<file path="src/hw/rtl/isotp_pkg.sv">
// Shared types, codes and constants of the ISO-TP response reassembly block.
`default_nettype none
package isotp_pkg;

    localparam int ISOTP_QUEUE_DEPTH = 2;

    localparam logic [1:0] CFG_SERVICE   = 2'd0;
    localparam logic [1:0] CFG_PID       = 2'd1;
    localparam logic [1:0] CFG_PID_OFF   = 2'd2;

    localparam logic       OP_START      = 1'b0;

    localparam logic [3:0] FT_SINGLE     = 4'h0;
    localparam logic [3:0] FT_FIRST      = 4'h1;
    localparam logic [3:0] FT_CONSEC     = 4'h2;

    localparam logic [8:0] SERVICE_ECHO  = 9'h040;
    localparam logic [3:0] SF_HDR_BYTES  = 4'd2;
    localparam logic [2:0] SF_MAX_BYTES  = 3'd5;
    localparam logic [2:0] FF_MAX_BYTES  = 3'd4;
    localparam logic [2:0] CF_MAX_BYTES  = 3'd7;
    localparam logic [11:0] MF_HDR_BYTES = 12'd2;

    typedef enum logic [1:0] {
        PH_WAIT    = 2'd0,
        PH_COLLECT = 2'd1,
        PH_DONE    = 2'd2
    } phase_t;

    typedef enum logic [1:0] {
        K_DATA = 2'd0,
        K_FLOW = 2'd1,
        K_DONE = 2'd2,
        K_FAIL = 2'd3
    } kind_t;

    typedef struct packed {
        logic [6:0][7:0] bytes;
        logic [2:0]      nbytes;
        logic [11:0]     base;
        kind_t           term;
    } job_t;

endpackage
`default_nettype wire

</file>
<file path="src/hw/rtl/isotp_front.sv">
// Front end: config registers, frame classification and reassembly state.
`default_nettype none
module isotp_front
    import isotp_pkg::*;
(
    input  wire logic        clk,
    input  wire logic        rst_n,
    input  wire logic        cfg_we,
    input  wire logic [1:0]  cfg_index,
    input  wire logic [7:0]  cfg_data,
    input  wire logic        s_tvalid,
    output logic             s_tready,
    input  wire logic [63:0] s_tdata,
    input  wire logic        s_tuser,
    input  wire logic        q_full,
    output logic             push,
    output job_t             push_job
);

    logic [7:0]  svc_reg;
    logic [7:0]  pid_reg;
    logic        pid_off_reg;
    phase_t      phase_reg, phase_next;
    logic [11:0] total_reg, total_next;
    logic [11:0] emitted_reg, emitted_next;

    logic [7:0][7:0] b;
    logic [3:0]  ftype;
    logic [3:0]  low;
    logic        accept;
    logic [11:0] ff_total;
    logic [11:0] bnd_src;
    logic [11:0] bnd;
    logic [11:0] rem;
    logic [2:0]  cap;
    logic        more;
    logic [2:0]  take;
    logic [3:0]  sf_len;
    logic [2:0]  sf_take;
    logic        svc_ok;
    logic        pid_ok;

    logic        job_valid;
    phase_t      phase_cls;
    logic [11:0] total_cls;
    logic [11:0] emitted_cls;

    assign b        = s_tdata;
    assign ftype    = b[0][7:4];
    assign low      = b[0][3:0];
    assign s_tready = !q_full;
    assign accept   = s_tvalid && s_tready;

    assign ff_total = {low, b[1]};
    assign bnd_src  = (phase_reg == PH_WAIT) ? ff_total : total_reg;
    assign bnd      = (bnd_src >= MF_HDR_BYTES) ? bnd_src - MF_HDR_BYTES : 12'd0;
    assign rem      = (emitted_reg < bnd) ? bnd - emitted_reg : 12'd0;
    assign cap      = (phase_reg == PH_WAIT) ? FF_MAX_BYTES : CF_MAX_BYTES;
    assign more     = rem > {9'd0, cap};
    assign take     = more ? cap : rem[2:0];

    assign sf_len   = (low >= SF_HDR_BYTES) ? low - SF_HDR_BYTES : 4'd0;
    assign sf_take  = (sf_len > {1'b0, SF_MAX_BYTES}) ? SF_MAX_BYTES : sf_len[2:0];
    assign svc_ok   = {1'b0, b[1]} == ({1'b0, svc_reg} + SERVICE_ECHO);
    assign pid_ok   = pid_off_reg || (b[2] == pid_reg);

    always_ff @(posedge clk or negedge rst_n)
    begin
        if (!rst_n)
        begin
            svc_reg     <= 8'd1;
            pid_reg     <= 8'd0;
            pid_off_reg <= 1'b0;
        end
        else if (cfg_we)
        begin
            case (cfg_index)
                CFG_SERVICE: svc_reg     <= cfg_data;
                CFG_PID:     pid_reg     <= cfg_data;
                CFG_PID_OFF: pid_off_reg <= cfg_data[0];
                default:     ;
            endcase
        end
    end

    // frame classification and job build
    always_comb
    begin
        job_valid       = 1'b0;
        push_job.bytes  = '0;
        push_job.nbytes = 3'd0;
        push_job.base   = emitted_reg;
        push_job.term   = K_DONE;
        phase_cls       = phase_reg;
        total_cls       = total_reg;
        emitted_cls     = emitted_reg;
        case (phase_reg)
            PH_WAIT:
            begin
                job_valid = 1'b1;
                phase_cls = PH_DONE;
                case (ftype)
                    FT_SINGLE:
                    begin
                        if (svc_ok && pid_ok)
                        begin
                            push_job.bytes[0] = b[3];
                            push_job.bytes[1] = b[4];
                            push_job.bytes[2] = b[5];
                            push_job.bytes[3] = b[6];
                            push_job.bytes[4] = b[7];
                            push_job.nbytes   = sf_take;
                            emitted_cls       = emitted_reg + {9'd0, sf_take};
                        end
                        else
                        begin
                            push_job.term = K_FAIL;
                        end
                    end
                    FT_FIRST:
                    begin
                        push_job.bytes[0] = b[4];
                        push_job.bytes[1] = b[5];
                        push_job.bytes[2] = b[6];
                        push_job.bytes[3] = b[7];
                        push_job.nbytes   = take;
                        push_job.term     = more ? K_FLOW : K_DONE;
                        total_cls         = ff_total;
                        emitted_cls       = emitted_reg + {9'd0, take};
                        phase_cls         = more ? PH_COLLECT : PH_DONE;
                    end
                    default:
                    begin
                        push_job.term = K_FAIL;
                    end
                endcase
            end
            PH_COLLECT:
            begin
                job_valid = 1'b1;
                if (ftype == FT_CONSEC)
                begin
                    push_job.bytes  = b[7:1];
                    push_job.nbytes = take;
                    push_job.term   = more ? K_FLOW : K_DONE;
                    emitted_cls     = emitted_reg + {9'd0, take};
                    phase_cls       = more ? PH_COLLECT : PH_DONE;
                end
                else
                begin
                    push_job.term = K_FLOW;
                end
            end
            default:
            begin
                job_valid = 1'b0;
            end
        endcase
    end

    assign push = accept && (s_tuser != OP_START) && job_valid;

    // next state
    always_comb
    begin
        phase_next   = phase_reg;
        total_next   = total_reg;
        emitted_next = emitted_reg;
        if (accept)
        begin
            if (s_tuser == OP_START)
            begin
                phase_next   = PH_WAIT;
                total_next   = 12'd0;
                emitted_next = 12'd0;
            end
            else
            begin
                phase_next   = phase_cls;
                total_next   = total_cls;
                emitted_next = emitted_cls;
            end
        end
    end

    always_ff @(posedge clk or negedge rst_n)
    begin
        if (!rst_n)
        begin
            phase_reg   <= PH_WAIT;
            total_reg   <= 12'd0;
            emitted_reg <= 12'd0;
        end
        else
        begin
            phase_reg   <= phase_next;
            total_reg   <= total_next;
            emitted_reg <= emitted_next;
        end
    end

endmodule
`default_nettype wire

</file>
<file path="src/hw/rtl/isotp_queue.sv">
// Small job queue between the front end and the result sequencer.
`default_nettype none
module isotp_queue
    import isotp_pkg::*;
#(
    parameter int DEPTH = ISOTP_QUEUE_DEPTH
)
(
    input  wire logic clk,
    input  wire logic rst_n,
    input  wire logic push,
    input  wire job_t push_job,
    output logic      full,
    input  wire logic pop,
    output job_t      head,
    output logic      empty
);

    localparam int PTR_W = (DEPTH > 1) ? $clog2(DEPTH) : 1;
    localparam int CNT_W = $clog2(DEPTH + 1);

    job_t             mem [DEPTH];
    logic [PTR_W-1:0] wr_ptr_reg, wr_ptr_next;
    logic [PTR_W-1:0] rd_ptr_reg, rd_ptr_next;
    logic [CNT_W-1:0] cnt_reg, cnt_next;
    logic             do_push;
    logic             do_pop;

    assign full    = cnt_reg == CNT_W'(DEPTH);
    assign empty   = cnt_reg == '0;
    assign do_push = push && !full;
    assign do_pop  = pop && !empty;
    assign head    = mem[rd_ptr_reg];

    always_comb
    begin
        wr_ptr_next = wr_ptr_reg;
        rd_ptr_next = rd_ptr_reg;
        cnt_next    = cnt_reg;
        if (do_push)
        begin
            wr_ptr_next = (wr_ptr_reg == PTR_W'(DEPTH - 1)) ? '0 : wr_ptr_reg + 1'b1;
        end
        if (do_pop)
        begin
            rd_ptr_next = (rd_ptr_reg == PTR_W'(DEPTH - 1)) ? '0 : rd_ptr_reg + 1'b1;
        end
        if (do_push && !do_pop)
        begin
            cnt_next = cnt_reg + 1'b1;
        end
        else if (do_pop && !do_push)
        begin
            cnt_next = cnt_reg - 1'b1;
        end
    end

    always_ff @(posedge clk)
    begin
        if (do_push)
        begin
            mem[wr_ptr_reg] <= push_job;
        end
    end

    always_ff @(posedge clk or negedge rst_n)
    begin
        if (!rst_n)
        begin
            wr_ptr_reg <= '0;
            rd_ptr_reg <= '0;
            cnt_reg    <= '0;
        end
        else
        begin
            wr_ptr_reg <= wr_ptr_next;
            rd_ptr_reg <= rd_ptr_next;
            cnt_reg    <= cnt_next;
        end
    end

endmodule
`default_nettype wire

</file>
<file path="src/hw/rtl/isotp_back.sv">
// Result sequencer: expands one job into payload and status transactions.
`default_nettype none
module isotp_back
    import isotp_pkg::*;
(
    input  wire logic        clk,
    input  wire logic        rst_n,
    input  wire job_t        head,
    input  wire logic        empty,
    output logic             pop,
    output logic             m_tvalid,
    input  wire logic        m_tready,
    output logic [23:0]      m_tdata,
    output logic [1:0]       m_tuser,
    output logic             m_tlast
);

    logic        valid_reg, valid_next;
    kind_t       kind_reg, kind_next;
    logic [7:0]  data_reg, data_next;
    logic [11:0] count_reg, count_next;
    logic        last_reg, last_next;
    logic [2:0]  idx_reg, idx_next;
    logic        load;
    logic        is_term;
    logic [11:0] count_calc;

    assign load       = !valid_reg || m_tready;
    assign is_term    = idx_reg == head.nbytes;
    assign count_calc = head.base + {9'd0, idx_reg} + {11'd0, !is_term};
    assign pop        = load && !empty && is_term;

    always_comb
    begin
        valid_next = valid_reg;
        kind_next  = kind_reg;
        data_next  = data_reg;
        count_next = count_reg;
        last_next  = last_reg;
        idx_next   = idx_reg;
        if (load)
        begin
            valid_next = !empty;
            if (!empty)
            begin
                if (is_term)
                begin
                    kind_next  = head.term;
                    data_next  = 8'd0;
                    count_next = (head.term == K_FAIL) ? 12'd0 : count_calc;
                    last_next  = 1'b1;
                    idx_next   = 3'd0;
                end
                else
                begin
                    kind_next  = K_DATA;
                    data_next  = head.bytes[idx_reg];
                    count_next = count_calc;
                    last_next  = 1'b0;
                    idx_next   = idx_reg + 3'd1;
                end
            end
        end
    end

    always_ff @(posedge clk or negedge rst_n)
    begin
        if (!rst_n)
        begin
            valid_reg <= 1'b0;
            idx_reg   <= 3'd0;
        end
        else
        begin
            valid_reg <= valid_next;
            idx_reg   <= idx_next;
        end
    end

    always_ff @(posedge clk)
    begin
        kind_reg  <= kind_next;
        data_reg  <= data_next;
        count_reg <= count_next;
        last_reg  <= last_next;
    end

    assign m_tvalid = valid_reg;
    assign m_tdata  = {4'd0, count_reg, data_reg};
    assign m_tuser  = kind_reg;
    assign m_tlast  = last_reg;

endmodule
`default_nettype wire

</file>
<file path="src/hw/rtl/isotp_response_reassembly.sv">
// Top level: ISO-TP diagnostic response reassembly, front end, job queue, sequencer.
// The first result of a frame passes through the job queue and the sequencer output register.
// Throughput: one result per cycle unless m_tready stalls; a frame yields up to 8 results,
// so the sequencer output register sets the sustained rate at which frames drain.
// Frames are accepted every cycle while the job queue (QUEUE_DEPTH entries) has room.
// Reset: asynchronous, clears state to waiting, config to service 1, PID 0, check on.
`default_nettype none
module isotp_response_reassembly
    import isotp_pkg::*;
#(
    parameter int QUEUE_DEPTH = ISOTP_QUEUE_DEPTH
)
(
    input  wire logic        clk,
    input  wire logic        rst_n,
    input  wire logic        cfg_we,
    input  wire logic [1:0]  cfg_index,
    input  wire logic [7:0]  cfg_data,
    input  wire logic        s_tvalid,
    output logic             s_tready,
    input  wire logic [63:0] s_tdata,   // byte0, byte1, ..., byte7
    input  wire logic        s_tuser,   // op
    output logic             m_tvalid,
    input  wire logic        m_tready,
    output logic [23:0]      m_tdata,   // data_byte[7:0], byte_count[19:8], zero pad
    output logic [1:0]       m_tuser,   // kind
    output logic             m_tlast
);

    logic q_push;
    job_t q_push_job;
    logic q_full;
    logic q_pop;
    job_t q_head;
    logic q_empty;

    isotp_front u_front (
        .clk      (clk),
        .rst_n    (rst_n),
        .cfg_we   (cfg_we),
        .cfg_index(cfg_index),
        .cfg_data (cfg_data),
        .s_tvalid (s_tvalid),
        .s_tready (s_tready),
        .s_tdata  (s_tdata),
        .s_tuser  (s_tuser),
        .q_full   (q_full),
        .push     (q_push),
        .push_job (q_push_job)
    );

    isotp_queue #(
        .DEPTH(QUEUE_DEPTH)
    ) u_queue (
        .clk     (clk),
        .rst_n   (rst_n),
        .push    (q_push),
        .push_job(q_push_job),
        .full    (q_full),
        .pop     (q_pop),
        .head    (q_head),
        .empty   (q_empty)
    );

    isotp_back u_back (
        .clk     (clk),
        .rst_n   (rst_n),
        .head    (q_head),
        .empty   (q_empty),
        .pop     (q_pop),
        .m_tvalid(m_tvalid),
        .m_tready(m_tready),
        .m_tdata (m_tdata),
        .m_tuser (m_tuser),
        .m_tlast (m_tlast)
    );

    a_queue_flags: assert property (@(posedge clk) disable iff (!rst_n)
        !(q_full && q_empty))
        else $error("queue full and empty at once");

    a_data_not_last: assert property (@(posedge clk) disable iff (!rst_n)
        (m_tvalid && m_tuser == K_DATA) |-> !m_tlast)
        else $error("payload transaction marked last");

    a_fail_form: assert property (@(posedge clk) disable iff (!rst_n)
        (m_tvalid && m_tuser == K_FAIL) |-> (m_tlast && m_tdata[19:0] == 20'd0))
        else $error("failed result not last or nonzero");

endmodule
`default_nettype wire

</file>
<file path="config.mk">
export PLATFORM = sky130hd
export DESIGN_NAME = isotp_response_reassembly
export DESIGN_NICKNAME = d
export VERILOG_FILES = /design/src/hw/rtl/isotp_pkg.sv /design/src/hw/rtl/isotp_front.sv /design/src/hw/rtl/isotp_queue.sv /design/src/hw/rtl/isotp_back.sv /design/src/hw/rtl/isotp_response_reassembly.sv
export SDC_FILE = /design/constraint.sdc
export NUM_CORES = 1
export LEC_CHECK = 0
export ABC_AREA = 1
export BUFFER_PORTS_ARGS = -buffer_cell sky130_fd_sc_hd__clkbuf_2
export CAP_MARGIN = 10
export CORE_ASPECT_RATIO = 0.5
export CORE_MARGIN = 2
export CORE_UTILIZATION = 65
export CTS_BUF_LIST = sky130_fd_sc_hd__clkbuf_16
export DETAILED_ROUTE_END_ITERATION = 10
export PLACE_DENSITY = 0.9
export SETUP_SLACK_MARGIN = 0.15
export SYNTH_ARGS = -nofsm -noshare
export SYNTH_HDL_FRONTEND = slang
export SYNTH_SLANG_ARGS = --single-unit
</file>
<file path="constraint.sdc">
create_clock -name clk -period 14.1 [get_ports clk]
set_input_delay 1.41 -clock clk [delete_from_list [all_inputs] [get_ports clk]]
set_output_delay 1.41 -clock clk [all_outputs]
set_load 0.03 [all_outputs]
</file>
==> key figures <==
Final layout
  • Most common cell after layout, fill and taps aside: nand2_1
  • Final net count: about 1.5k
  • Number of flip-flops in the largest register: roughly 150
  • Number of antenna diodes: 0
  • Layout cells sized above 1: 0.120
  • Most frequent cells in the layout: 291 x nand2_1, 173 x inv_1, 169 x edfxtp_1
  • Register name with the most flops: u_queue.mem
  • Number of fill cells in the layout: 1165
  • Area Growth Syn to Fin: 10.7%

Worst hold path
  • Hold Crit Depth: 2
  • Hold/Removal Path Class: flip-flop to flip-flop
  • Hold_sp: u_front.pid_off_reg$_DFFE_PN0P_
  • Hold EP: u_front.pid_off_reg$_DFFE_PN0P_

Critical path
  • Worst path slowest cell: fa_1
  • Crit-path max FO: 7
  • Reg2Reg Depth: 48
  • Worst setup EP type: flip-flop
  • Delay-heaviest family, CP: simple AND/OR/NAND/NOR gates
  • RR Startpoint: u_front.phase_reg[1]$_DFFE_PN0P_
  • Most Frequent Cell on Critical Path: nand2_1
  • CP startpoint kind: input port
  • R2R Path End: u_front.emitted_reg[8]$_DFFE_PN0P_
  • Worst EP arrival: 7.18 ns
  • Req. time, crit path: 14.48 ns
  • CP peak stage delay: 0.41 ns
  • Worst path bufs/invs: 10
  • Crit Path Category: input port to flip-flop
  • Reg2Reg Setup Slack: 7.42 ns

Routing
  • Routed wire per std cell: slightly below 20 um
  • Drt pass-1 iters: 6
  • Final antenna-violating net count: 0
  • Vias/cell: between 6 and 7
  • Routed via count: slightly above 10k
  • DRC: 0
  • Total Wirelength: between 30000 and 40000 um
  • Initial drt markers: between 1k and 1.5k

Power and ir drop
  • PD cells: ~210 nW/um2
  • Leakage: 5.85 nW
  • Peak VDD IR: approximately 0.14 mV

Global routing
  • Largest net degree at the start of global routing: 75
  • Total Routing Usage GR: 0.330
  • First-pass GRT wire length: 50100 um
  • Vias in the first global route: between 9k and 10k
  • Initial antenna violation count: 0
  • GR Overflow Total: 0

Run
  • Maximum capacitance violations: 0

Placement
  • GP Congestion: 0.959
  • DP Worst Slack: ~7 ns
  • IO Port Bufs: 104
  • Post-DP HPWL: about 21000 um

STA
  • Max Clk Rate: 147 MHz
  • Final setup vio count: 0
  • Fin. max-slew vios: 0
  • Tmin final: 6.80 ns
  • Final Hold Viols: 0
  • Tcrit/Tclk final: 0.482
  • Setup_tns: 0 ns
  • Slew @ Worst Pin: between 1 and 1.5 ns
  • Worst setup margin: 7.30 ns
  • Hold WS: a little over 0.5 ns
  • Worst clock skew: around 0.0095 ns
  • Slew HR: 0.314
  • RSZ-0062 raised after global routing: false

Floorplanning
  • Die ar.: 19400 um2
  • Die height: around 100 um
  • Core Box Area: approximately 18000 um2
  • Die Span X: 195 um
  • Rows: 34
  • Ports: 109
  • Starting Density: 0.673

CTS
  • # hold bufs at CTS: 0
  • CTS Root Cell: clkbuf_16
  • Worst-skew pair later-pin latency: 0.50 ns
  • Clock tree buffer depth: 3
  • Clock-pin slew on the worst setup and hold paths: about 0.060 ns
  • CTS resizes: 0
  • Number of H-tree levels: 1
  • Number of setup buffers added after CTS: 0
  • TritonCTS clock tree: built
  • Clk sinks: 220
  • CTS Buf Count: 20

Synthesis
  • Largest area contributor in the netlist: edfxtp_1
  • Yosys top cell area share: 0.428
  • Synth warn: 0
  • Post-synthesis sequential area ratio: 0.536
  • Netlist Area Pre-Place: around 12000 um2
  • Predominant post-synthesis flop cell: edfxtp_1
  • Top cells by area in the synthesized netlist: edfxtp_1 43%, dfrtp_1 11%, nand2_1 9.2%, inv_1 5.2%, o21ai_0 4.9%
  • Post-Syn Area per Cell: 9.07 um2
  • Ys async rst share: 0.232
  • Number of synthesized flops with an enable pin: roughly 170
  • Synth Register Bits: between 200 and 250
  • Synth cell types: 47
  • Cell count after synthesis: ~1.3k

Run status
  • Status: finished clean
## cell families (layout without fill, tap and decap cells)
logic type      count (synthesis)  after routing  share of synthesized area
simple gates                  519            519                      0.184
compound gates                270            270                      0.135
buf+inv                       223            323                     0.0757
flops                         220            220                      0.536
xor+xnor                       36             36                     0.0266
fa+ha+maj                      34             34                     0.0390
mux                             5              5                    0.00422
other cells                     1              4                   0.000316
## layer usage
metal	global-route usage	wire length, um	up-vias
met1	0.422	12100	4720
met3	0.0709	3450	82
met5	0	0	-
li1	-	-	4622
met2	0.566	15200	642
met4	0.119	942	0
## power by group
part	total [mW]	internal, mW	switching (mW)
Clock	0.503	0.269	0.233
Combinational	1.32	0.420	0.897
Sequential	0.929	0.850	0.0790
Total	2.75	1.54	1.21
## per-stage QoR
step	instances	utilization	instance area, um2	power (mW)
global placement	1609	0.712	12500	2.17
CTS	1645	0.745	13100	2.73
floorplan	1311	-	11900	1.88
global route	1645	0.745	13100	2.93
detailed placement	1609	0.712	12500	2.22
finish	1645	0.745	13100	2.75
## tightest hold or removal path: stages, from the launching register on
cell and delay [ns]:
dfrtp_1 0.35, nand2_1 0.05, o21ai_0 0.06
## cells in the mapped netlist, types with 7 or more instances
library cell and n:
a211oi_1 14, a21oi_1 35, a22oi_1 28, a311oi_1 8
buf_2 17, buf_4 8, clkbuf_1 20, dfrtp_1 50
edfxtp_1 169, ha_1 29, inv_1 165, nand2_1 291
nand3_1 46, nand4_1 7, nor2_1 130, nor3_1 11
nor3b_1 7, o21a_1 9, o21ai_0 117, o21ai_1 8
o22ai_1 37, or2_2 8, xor2_1 31
## worst max-delay path by stage
stage | startpoint | to | slack [ns] | cells after the start
4_1_cts | s_tdata[9] | u_front.emitted_reg[8]$_DFFE_PN0P_ | 7.40 | 49
2_1_floorplan | s_tdata[11] | u_front.emitted_reg[8]$_DFFE_PN0P_ | 7.74 | 48
3_5_place_dp | s_tdata[11] | u_front.emitted_reg[8]$_DFFE_PN0P_ | 6.91 | 49
5_1_grt | s_tdata[11] | u_front.emitted_reg[8]$_DFFE_PN0P_ | 6.49 | 49
3_3_place_gp | s_tdata[11] | u_front.emitted_reg[8]$_DFFE_PN0P_ | 7.17 | 49
6_report | s_tdata[9] | u_front.emitted_reg[8]$_DFFE_PN0P_ | 7.30 | 49
## area by class of cell
| cell class | instances | area (um2) | share of cell area |
|---|---|---|---|
| clock inverter | 15 | 63.8 | 0.00486 |
| multi-input combinational | 868 | 4640 | 0.354 |
| sequential | 220 | 6350 | 0.484 |
| tap | 234 | 293 | 0.0223 |
| inverter | 173 | 652 | 0.0497 |
| clock buffer | 21 | 526 | 0.0400 |
| timing repair buffer | 114 | 596 | 0.0454 |
Power figures use the tool's default switching activity.
